**config.mk**
```make
export PLATFORM = sky130hd
export DESIGN_NAME = msv_queue
export DESIGN_NICKNAME = d
export VERILOG_FILES = /design/src/hdl/mesh_signed_volume_macros.svh /design/src/hdl/msv_queue.sv
export SDC_FILE = /design/constraint.sdc
export NUM_CORES = 1
export LEC_CHECK = 0
export BUFFER_PORTS_ARGS = -buffer_cell sky130_fd_sc_hd__buf_2
export CORE_MARGIN = 2
export CORE_UTILIZATION = 30
export DETAILED_ROUTE_END_ITERATION = 10
export RECOVER_POWER = 50
export SLEW_MARGIN = 25
export SYNTH_ARGS = -nofsm -noshare
export SYNTH_HDL_FRONTEND = slang
export SYNTH_SLANG_ARGS = --single-unit
```
**constraint.sdc**
```tcl
create_clock -name clk_i -period 3.75 [get_ports clk_i]
set_input_delay 0.75 -clock clk_i [delete_from_list [all_inputs] [get_ports clk_i]]
set_output_delay 0.75 -clock clk_i [all_outputs]
set_load 0.1 [all_outputs]
```
**src/hdl/mesh_signed_volume_macros.svh**
```systemverilog
// Assertion macros for the mesh_signed_volume block.
// Used by the top level only; needs nothing else.
`ifndef MESH_SIGNED_VOLUME_MACROS_SVH
`define MESH_SIGNED_VOLUME_MACROS_SVH

// same-cycle implication
`define MSV_ASSERT_IMP(lbl, clk, rstn, ante, cons, msg) \
  lbl: assert property (@(posedge clk) disable iff (!rstn) (ante) |-> (cons)) \
    else $error(msg);

// next-cycle implication
`define MSV_ASSERT_NXT(lbl, clk, rstn, ante, cons, msg) \
  lbl: assert property (@(posedge clk) disable iff (!rstn) (ante) |=> (cons)) \
    else $error(msg);

`endif

```
**src/hdl/msv_queue.sv**
```systemverilog
// Small register queue between the front and back parts.
// Standalone; no package use.
`default_nettype none

module msv_queue #(
  parameter int unsigned W     = 8,
  parameter int unsigned DEPTH = 4
) (
  input  wire logic         clk_i,
  input  wire logic         rst_ni,
  input  wire logic         push_valid_i,
  output logic              push_ready_o,
  input  wire logic [W-1:0] push_data_i,
  output logic              pop_valid_o,
  input  wire logic         pop_ready_i,
  output logic [W-1:0]      pop_data_o
);
  localparam int unsigned AW = (DEPTH > 1) ? $clog2(DEPTH) : 1;
  localparam int unsigned CNT_W = $clog2(DEPTH + 1);
  localparam logic [AW-1:0]    LAST_IDX = AW'(DEPTH - 1);
  localparam logic [CNT_W-1:0] FULL_CNT = CNT_W'(DEPTH);

  logic [W-1:0]     mem_q [DEPTH];
  logic [AW-1:0]    wr_q, rd_q;
  logic [CNT_W-1:0] cnt_q;
  logic             push, pop;

  assign push_ready_o = (cnt_q != FULL_CNT);
  assign pop_valid_o  = (cnt_q != '0);
  assign push         = push_valid_i && push_ready_o;
  assign pop          = pop_valid_o && pop_ready_i;
  assign pop_data_o   = mem_q[rd_q];

  always_ff @(posedge clk_i or negedge rst_ni) begin
    if (!rst_ni) begin
      wr_q  <= '0;
      rd_q  <= '0;
      cnt_q <= '0;
    end else begin
      if (push) begin
        wr_q <= (wr_q == LAST_IDX) ? '0 : wr_q + AW'(1);
      end
      if (pop) begin
        rd_q <= (rd_q == LAST_IDX) ? '0 : rd_q + AW'(1);
      end
      if (push && !pop) begin
        cnt_q <= cnt_q + CNT_W'(1);
      end else if (pop && !push) begin
        cnt_q <= cnt_q - CNT_W'(1);
      end
    end
  end

  always_ff @(posedge clk_i) begin
    if (push) begin
      mem_q[wr_q] <= push_data_i;
    end
  end

endmodule

`default_nettype wire

```
==> run summary <==
status - complete, no violations
Starting Density - 31.1%
initial antenna violation count - 0
RSZ-0062 raised after global routing - false
Final Hold Vio Count - 0
Fmax - 0.376 GHz
M2 GR Usage - 17.4%
via count - 765
Post-Syn Instances - 79
number of global-route vias before repair - 861
Syn. warnings - 0
max-cap viol count - 0
Pre-antenna DRT Iters - 4
CTS Sinks - 39
Crit Path Class - register to primary output
reg2reg start - cnt_q[0]
CTS Hold Bufs - 0
CTS tree - yes
min cycle time layout - 2.66 ns
Vias/cell - 4.35
Final setup viols - 0
DRC violation count after routing - 0
Gates resized, CTS repair - 0
Syn Nets - 98
Clock transition at path regs - 0.07 ns
Max Slew Vio Count - 0
Die ar. - 5930 um2
Setup TNS - 0 ns
cell area after layout - 1840 um2
worst reg-to-reg path cell count - 8
Worst R2R End - cnt_q[2]
CTS buffer count - 5
fin cells - 176
latest clock arrival within the worst-skew pair - 0.28 ns
initial drt markers - 39
gpl congestion - 0.703
largest net degree at the start of global routing - 13
Rel. slew slack - 50.3%
Final nets - 124
fraction of layout cells with a size suffix above 1 - 29.2%
Die X-Extent - 77.0 um
critical path peak fanout - 11
Placement Cell Area - 1780 um2
DRT Wirelength - 2.51 mm
Yosys reg bits - 39
fin crit share - 70.9%
cell-by-cell trace of the critical path - mux4_2 -> buf_2
Area Growth Syn to Fin - 15.3%
met3 Use GR - 3.18%
Startpoint Class - register
Mapped Area - 1600 um2
Seq/Total Area, Yosys - 71.0%
core area - 5140 um2
number of setup buffers added after CTS - 0
GR Util met1 - 9.86%
Arr. time, crit path - 1.91 ns
root buffer selected by CTS - clkbuf_8
min-delay worst type - input port to async pin
Cells after DPL - 168
DPL Wire Length - 1.74 mm
Layout fillers - 506
Routed WL per cell - 14.3 um
mean post-synth cell area - 20.2 um2
R2R setup slack - 1.37 ns
Distinct cells, synth - 18
grt ovf - 0
critical path's largest stage delay - 0.72 ns
diode count - 0
clock buffer depth - 2
Chip Height - 77.0 um
GRT Resource Usage Total - 9.53%
Crit. End Element - primary output
grt peak-use layer - met2
Worst Path Required - 3.00 ns
IO Pins - 22
Port-buffer cells - 21
H-tree levels - 2
Worst Clk Skew - 0.00298 ns
global-route wire length before repair - 4.20 mm
Rows - 26
crit path max-delay cell type - dfrtp_1
Routed Antenna Nets - 0
Worst-Margin Slew - 0.739 ns
## worst max-delay path by stage
stage | from | endpoint | slack [ns] | cells after the start
CTS | rd_q[0] | pop_data_o[5] | 1.01 | 2
detailed placement | rd_q[0] | pop_data_o[5] | 1.33 | 2
finish | rd_q[0] | pop_data_o[5] | 1.09 | 2
global route | rd_q[0] | pop_data_o[5] | 0.96 | 2
global placement | rd_q[0] | pop_data_o[6] | 1.37 | 2
floorplan | cnt_q[2] | cnt_q[2] | 1.60 | 8
## cell type report
cell class	count	area [um2]	share of cell area [%]
inverter	3	11.3	0.611
sequential	39	1140	61.6
tap	70	87.6	4.75
timing repair buffer	21	93.8	5.09
clock inverter	3	15.0	0.814
multi-input combinational	35	432	23.4
clock buffer	5	68.8	3.73
## worst max-delay path: cells and delay by family (launching register included)
| kind | cells | cell delay [ns] |
|---|---|---|
| DFF | 1 | 0.72 |
| buffers and inverters | 1 | 0.31 |
| muxes | 1 | 0.59 |
## cell families (layout without fill, tap and decap cells)
kind of cell    count (synthesis)  after routing  share of synthesized area (%)
compound gates                  1              1                          0.704
xor+xnor                        3              3                           1.64
fa+ha+maj                       7              7                           5.95
buf+inv                         5             32                           1.25
flops                          39             39                           71.0
mux                            13             13                           15.3
simple gates                   11             11                           4.15
## cell usage in the layout (no fill, tap or decap)
| cell | n |
|---|---|
| buf_2 | 12 |
| mux4_2 | 8 |
| edfxtp_1 | 32 |
| and2_1 | 4 |
| xor2_1 | 2 |
| a21boi_0 | 1 |
| nand2_4 | 1 |
| dfrtp_1 | 7 |
| nand2_1 | 1 |
| clkinvlp_4 | 1 |
| clkbuf_8 | 5 |
| or3_4 | 1 |
| clkinv_1 | 2 |
| mux2_2 | 3 |
| fa_1 | 1 |
| nor2_1 | 4 |
| mux2_1 | 2 |
| inv_1 | 3 |
| xnor2_1 | 1 |
| clkbuf_1 | 9 |
| ha_1 | 6 |
## cell usage after synthesis (all sizes together)
cell type,n,area (um2)
a21boi,1,11.3
and2,4,25.0
buf,1,5.00
clkbuf,1,3.75
dfrtp,7,175
edfxtp,32,961
fa,1,20.0
ha,6,75.1
inv,3,11.3
mux2,5,63.8
mux4,8,180
nand2,2,15.0
nor2,4,15.0
or3,1,11.3
xnor2,1,8.76
xor2,2,17.5
## through the flow
step / hold slack, ns / setup slack (ns) / util (%)
global placement: 0.521 / 1.37 / 34.7
floorplan: 0.454 / 1.60 / -
CTS: 0.285 / 1.01 / 36.3
global route: 0.385 / 0.962 / 35.9
finish: 0.358 / 1.09 / 35.9
detailed placement: 0.522 / 1.33 / 34.7
## state kept, by name (all words and copies together) (netlist names)
register	flops
mem_q	32
cnt_q	3
rd_q	2
wr_q	2
## per-layer routing
| metal | part of all wire, % | vias to the layer above |
|---|---|---|
| met4 | 1.5 | 0 |
| li1 | - | 353 |
| met1 | 38 | 389 |
| met5 | 0 | - |
| met2 | 56 | 18 |
| met3 | 4.9 | 5 |
Power is left out: the tool's default activity adds up to more than one toggle a clock period on the data nets, which glitch-free logic cannot reach.
