### src/hdl/mesh_signed_volume_macros.svh
// Assertion macros for the mesh_signed_volume block.
// Used by the top level only; needs nothing else.
`ifndef MESH_SIGNED_VOLUME_MACROS_SVH
`define MESH_SIGNED_VOLUME_MACROS_SVH

// same-cycle implication
`define MSV_ASSERT_IMP(lbl, clk, rstn, ante, cons, msg) \
  lbl: assert property (@(posedge clk) disable iff (!rstn) (ante) |-> (cons)) \
    else $error(msg);

// next-cycle implication
`define MSV_ASSERT_NXT(lbl, clk, rstn, ante, cons, msg) \
  lbl: assert property (@(posedge clk) disable iff (!rstn) (ante) |=> (cons)) \
    else $error(msg);

`endif

### src/hdl/msv_pkg.sv
// Shared types and constants for the mesh_signed_volume block.
// Beat structs for both channels, accumulator and divider constants.
`default_nettype none

package msv_pkg;

  localparam int unsigned COORD_BITS_DEF  = 16;
  localparam int unsigned QUEUE_DEPTH_DEF = 4;
  localparam int unsigned FIELD_W         = 16;
  localparam int unsigned ACC_W           = 64;
  localparam int unsigned VOL_W           = 51;
  localparam int unsigned VOL_DIV         = 6000;
  localparam int unsigned REM_W           = 13;

  localparam logic [VOL_W-1:0] VOL_MAX = 51'd1537228672809129;

  typedef struct packed {
    logic signed [FIELD_W-1:0] v0_x;
    logic signed [FIELD_W-1:0] v0_y;
    logic signed [FIELD_W-1:0] v0_z;
    logic signed [FIELD_W-1:0] v1_x;
    logic signed [FIELD_W-1:0] v1_y;
    logic signed [FIELD_W-1:0] v1_z;
    logic signed [FIELD_W-1:0] v2_x;
    logic signed [FIELD_W-1:0] v2_y;
    logic signed [FIELD_W-1:0] v2_z;
    logic                      last;
  } tri_beat_t;

  typedef struct packed {
    logic [VOL_W-1:0] volume_ml;
    logic             overflow;
  } vol_beat_t;

endpackage

`default_nettype wire

### src/hdl/msv_back.sv
// Back part: saturating 64-bit accumulator and divide by 6000 in 16-bit quotient digits.
// Each digit takes a reciprocal multiply step and a remainder step. Depends on msv_pkg.
`default_nettype none

module msv_back #(
  parameter int unsigned TP_W = 51
) (
  input  wire logic                   clk_i,
  input  wire logic                   rst_ni,
  input  wire logic                   tp_valid_i,
  output logic                        tp_ready_o,
  input  wire logic signed [TP_W-1:0] tp_i,
  input  wire logic                   tp_last_i,
  output logic                        out_valid_o,
  input  wire logic                   out_ready_i,
  output msv_pkg::vol_beat_t          out_beat_o,
  output logic                        busy_o
);
  import msv_pkg::*;

  localparam int unsigned DIG_W    = 16;
  localparam int unsigned DIGITS   = ACC_W / DIG_W;
  localparam int unsigned DCNT_W   = $clog2(DIGITS);
  localparam int unsigned TRIAL_W  = REM_W + DIG_W;
  localparam int unsigned RECIP_SH = TRIAL_W + REM_W;
  localparam int unsigned RECIP_W  = RECIP_SH - REM_W + 1;
  localparam int unsigned PROD_W   = TRIAL_W + RECIP_W;
  localparam logic [RECIP_W-1:0] RECIP =
    RECIP_W'(((64'd1 << RECIP_SH) + 64'(VOL_DIV) - 64'd1) / 64'(VOL_DIV));
  localparam logic [TRIAL_W-1:0] DIV_T    = TRIAL_W'(VOL_DIV);
  localparam logic [DCNT_W-1:0]  LAST_DIG = DCNT_W'(DIGITS - 1);
  localparam logic [ACC_W-1:0]   ACC_MAX  = {1'b0, {(ACC_W-1){1'b1}}};
  localparam logic [ACC_W-1:0]   ACC_MIN  = {1'b1, {(ACC_W-1){1'b0}}};

  typedef enum logic [1:0] {ST_ACC, ST_MUL, ST_REM, ST_OUT} state_e;

  state_e             state_q;
  logic [ACC_W-1:0]   acc_q;
  logic               sat_q;
  logic               ovf_hold_q;
  logic [ACC_W-1:0]   num_q;
  logic [REM_W-1:0]   rem_q;
  logic [TRIAL_W-1:0] trial_q;
  logic [DIG_W-1:0]   qd_q;
  logic [VOL_W-1:0]   quo_q;
  logic [DCNT_W-1:0]  dig_q;
  logic               out_valid_q;
  vol_beat_t          out_q;

  logic [ACC_W:0]     sum_w;
  logic               ovf;
  logic [ACC_W-1:0]   sum_sat;
  logic [ACC_W-1:0]   mag;
  logic [TRIAL_W-1:0] trial;
  logic               pop;
  logic               out_free;
  logic               load_out;

  always_comb begin
    sum_w   = {acc_q[ACC_W-1], acc_q} + {{(ACC_W + 1 - TP_W){tp_i[TP_W-1]}}, tp_i};
    ovf     = sum_w[ACC_W] ^ sum_w[ACC_W-1];
    sum_sat = ovf ? (sum_w[ACC_W] ? ACC_MIN : ACC_MAX) : sum_w[ACC_W-1:0];
    mag     = sum_sat[ACC_W-1] ? (~sum_sat + ACC_W'(1)) : sum_sat;
    trial   = {rem_q, num_q[ACC_W-1 -: DIG_W]};
  end

  assign tp_ready_o  = (state_q == ST_ACC);
  assign pop         = tp_valid_i && tp_ready_o;
  assign out_free    = !out_valid_q || out_ready_i;
  assign load_out    = (state_q == ST_OUT) && out_free;
  assign busy_o      = (state_q != ST_ACC);
  assign out_valid_o = out_valid_q;
  assign out_beat_o  = out_q;

  always_ff @(posedge clk_i or negedge rst_ni) begin
    if (!rst_ni) begin
      state_q     <= ST_ACC;
      acc_q       <= '0;
      sat_q       <= 1'b0;
      ovf_hold_q  <= 1'b0;
      num_q       <= '0;
      rem_q       <= '0;
      trial_q     <= '0;
      qd_q        <= '0;
      quo_q       <= '0;
      dig_q       <= '0;
      out_valid_q <= 1'b0;
      out_q       <= '0;
    end else begin
      out_valid_q <= load_out || (out_valid_q && !out_ready_i);
      unique case (state_q)
        ST_ACC: begin
          if (pop) begin
            if (tp_last_i) begin
              acc_q      <= '0;
              sat_q      <= 1'b0;
              ovf_hold_q <= sat_q | ovf;
              num_q      <= mag;
              rem_q      <= '0;
              dig_q      <= '0;
              state_q    <= ST_MUL;
            end else begin
              acc_q <= sum_sat;
              sat_q <= sat_q | ovf;
            end
          end
        end
        ST_MUL: begin
          qd_q    <= DIG_W'((PROD_W'(trial) * PROD_W'(RECIP)) >> RECIP_SH);
          trial_q <= trial;
          num_q   <= {num_q[ACC_W-DIG_W-1:0], {DIG_W{1'b0}}};
          state_q <= ST_REM;
        end
        ST_REM: begin
          rem_q   <= REM_W'(trial_q - TRIAL_W'(qd_q) * DIV_T);
          quo_q   <= {quo_q[VOL_W-DIG_W-1:0], qd_q};
          dig_q   <= dig_q + DCNT_W'(1);
          state_q <= (dig_q == LAST_DIG) ? ST_OUT : ST_MUL;
        end
        ST_OUT: begin
          if (load_out) begin
            out_q   <= '{volume_ml: quo_q, overflow: ovf_hold_q};
            state_q <= ST_ACC;
          end
        end
        default: begin
          state_q <= ST_ACC;
        end
      endcase
    end
  end

endmodule

`default_nettype wire

### config.mk
export PLATFORM = sky130hd
export DESIGN_NAME = msv_back
export DESIGN_NICKNAME = d
export VERILOG_FILES = /design/src/hdl/mesh_signed_volume_macros.svh /design/src/hdl/msv_pkg.sv /design/src/hdl/msv_back.sv
export SDC_FILE = /design/constraint.sdc
export NUM_CORES = 2
export LEC_CHECK = 0
export ABC_AREA = 1
export BUFFER_PORTS_ARGS = -buffer_cell sky130_fd_sc_hd__buf_2
export CORE_MARGIN = 8
export CORE_UTILIZATION = 59
export DETAILED_ROUTE_END_ITERATION = 6
export PLACE_DENSITY_LB_ADDON = 0.25
export SLEW_MARGIN = 20
export SYNTH_ARGS = -nofsm -noshare
export SYNTH_HDL_FRONTEND = slang
export SYNTH_SLANG_ARGS = --single-unit
### constraint.sdc
create_clock -name clk_i -period 5.7 [get_ports clk_i]
set_input_delay 1.14 -clock clk_i [delete_from_list [all_inputs] [get_ports clk_i]]
set_output_delay 1.14 -clock clk_i [all_outputs]
set_load 0.01 [all_outputs]
==> reports/results.tsv <==
metric	value	unit
Buf+Inv Stages, Crit Path	6	
FF-to-FF path depth	24	
sequential fraction of the synthesis area	20.0	%
number of global-route vias before repair	33400	
Core ar.	58800	µm²
f_max	0.165	GHz
clk buf depth	3	
initial detailed-routing violation count	4086	
CTS tree	yes	
Max transition margin	31.3	%
WHS Endpoint	num_q[47]	
# clock sinks	280	
reg2reg setup slack	-370	ps
drt wl/cell	21.9	µm
simple-gate share of the synthesized area	22.9	%
Placed Area	38500	µm²
RSZ-0062 raised after global routing	true	
Num CTS Buffers	35	
Pins Over Slew Limit	0	
initial antenna violation count	6	
Clock Latency Late Sink	570	ps
hold buffers post-CTS	0	
crit path DAT	6570	ps
Critical Path Fanout Max	5	
GRT overflow	0	
die area	67400	µm²
final instance area	42400	µm²
gr usage total	37.6	%
Synth Area in XOR/XNOR	1.88	%
Placer Congestion	1.03	
mux share of post-synthesis cell area	0.0322	%
failing checks	DRC, setup timing	
CP cell instances	buf_4 -> ha_4 -> inv_1 -> fa_1 -> inv_1 -> fa_1 -> fa_1 -> inv_1 -> fa_1 -> inv_1 -> fa_2 -> ha_1 -> ha_4 -> nand2_1 -> nor2_1 -> inv_1 -> nor3_4 -> nand2_2 -> nand3_4 -> nand4_1 -> nand3_2 -> or2_4 -> nand3_1 -> nand2_1	
Hold Vio Cnt, Final	0	
DRT Pass-1 Iters	7	
dpl hpwl	103	mm
clock-pin slew on the worst setup and hold paths	60	ps
via count	34100	
synthesized area	35000	µm²
Site Rows	89	
Synth warnings	0	
largest net degree at the start of global routing	109	
Die W	260	µm
Hold Crit Class	register to register	
final WL	131	mm
Slew @ Worst Pin	1030	ps
CTS H-tree lvls	2	
Mapped Cells	4759	
Chip Height	260	µm
Tmin final	6070	ps
drt drc	5	
largest family of logic cells by synthesized area	adder cells	
Compound-Gate Fraction of Synth Area	9.77	%
layout cell share with drive strength beyond 1	20.5	%
Synth-to-Final Area Change	21.0	%
period utilization	107	%
slowest CP cell	fa_1	
CP max stage delay	570	ps
post-synthesis adder-cell area fraction	33.1	%
Port Buffers	110	
first-pass GRT wire length	195	mm
skew final	13.8	ps
worst reg2reg path startpoint	num_q[63]	
crit end category	register	
Distinct cells, synth	55	
commonest non-fill, non-tap cell in the layout	nand2_1	
clk root buf	clkbuf_16	
I/O pin count	111	
PnR worst setup slack	-375	ps
syn nets	5541	
synthesized flop and latch total	280	
# setup viols final	16	
Crit path max-delay family	adder cells	
worst hold stages	2	
max cap viols	0	
crit-path most repeated cell	inv_1	
most frequent cells in the layout	1,140 x nand2_1, 927 x inv_1, 330 x buf_4	
vias per std cell	5.70	
status	finished, violations left	
CP required	6200	ps
Mapped Avg Cell Area	7.35	µm²
critical path startpoint category	register	
hold_sp	num_q[47]	
Initial Utilization	59.5	%
Layout Nets	5954	
Crit Path Category	register to register	
Reg2Reg Capture Point	qd_q[12]	
antenna viol nets, final	0	
==> synth_stat cells (all sizes together) <==
library cell	number	area, µm²
xor2	46	403
nand4	31	194
fa	332	6650
o211ai	5	37.5
o221ai	2	17.5
ha	394	4930
a21o	8	60.1
nor2	393	1600
a22o	1	8.76
a311oi	1	8.76
o21a	5	37.5
buf	27	180
o221a	1	11.3
dfrtp	280	7010
nor4	8	50.1
and3	2	12.5
nand3b	10	75.1
mux2	1	11.3
clkinv	3	11.3
xnor2	29	254
a31oi	16	100
clkbuf	69	259
o21bai	25	188
o21ai	355	1780
a32o	1	10.0
nor4b	1	8.76
a22oi	1	7.51
o31ai	5	37.5
a21boi	4	30.0
a21oi	185	956
a211oi	2	15.0
nand3	195	1000
o22ai	13	81.3
o32ai	4	35.0
and2	5	31.3
inv	1029	3860
or2	15	93.8
nor3	29	186
nand2	1226	4770
==> kinds of logic after synthesis <==
family / Yosys count
buffers and inverters: 1128
flip-flops: 280
multiplexers: 1
adder cells (fa/ha/maj): 726
AO/OA/AOI/OAI: 634
AND/OR/NAND/NOR: 1915
XOR/XNOR: 75
==> layer usage <==
layer	up-vias	wire, µm	part of all wire, %	track usage, %
li1	15500	-	-	-
met1	16100	51800	40	50.9
met2	1942	57600	44	58.6
met3	425	15300	12	9.41
met4	6	6120	4.7	12.7
met5	-	38	0.029	0
==> state kept, by name (all words and copies together), names as in the netlist <==
name / cells
ovf_hold_q: 1
rem_q: 13
state_q: 2
out_beat_o: 52
trial_q: 13
quo_q: 51
dig_q: 2
num_q: 64
sat_q: 1
out_valid_o: 1
qd_q: 16
acc_q: 64
==> final cells by class <==
cell class,instances,area [µm²]
flip-flops and latches,280,7030
diodes,2,5.00
clock inverters,13,145
repair buffers,472,3500
multi-input cells,3351,25800
clock buffers,49,1030
well taps,773,967
inverters,1032,3890
fillers,4586,16400
==> how the worst max path moves through the flow <==
| stage | cells past startpoint | slack, ps | startpoint | to |
|---|---|---|---|---|
| 3_3_place_gp | 24 | -570 | num_q[59] | qd_q[12] |
| 4_1_cts | 28 | -220 | num_q[54] | qd_q[8] |
| 6_report | 24 | -370 | num_q[63] | qd_q[12] |
| 2_1_floorplan | 21 | -4 | num_q[50] | qd_q[2] |
| 5_1_grt | 24 | -530 | num_q[63] | qd_q[11] |
| 3_5_place_dp | 25 | -630 | num_q[60] | qd_q[12] |
==> metrics by stage <==
step	hold WS [ps]	worst slack [ps]	setup TNS, ps	cells	util [%]
floorplan	442	-4.33	-4.76	4759	-
global placement	459	-566	-7420	5853	65.6
detailed placement	461	-628	-8060	5853	65.6
CTS	477	-217	-2260	5946	70.5
global route	499	-532	-6110	5970	72.0
finish	474	-375	-3900	5972	72.0
==> repair_timing <==
action / 4_1_cts / 5_1_grt
endpoints found under the setup margin: 16 / 16
gates resized for setup: 324 / 187
setup buffers: 31 / 24
pin swaps: 178 / 145
==> tightest hold or removal path, delay by kind of cell (launching register included) <==
family           cells  cell delay [ps]
AND/OR/NAND/NOR      2              100
flip-flops           1              340
Power is not shown: default switching activity piles up to over one toggle a cycle in this logic, so the estimate is an artifact.
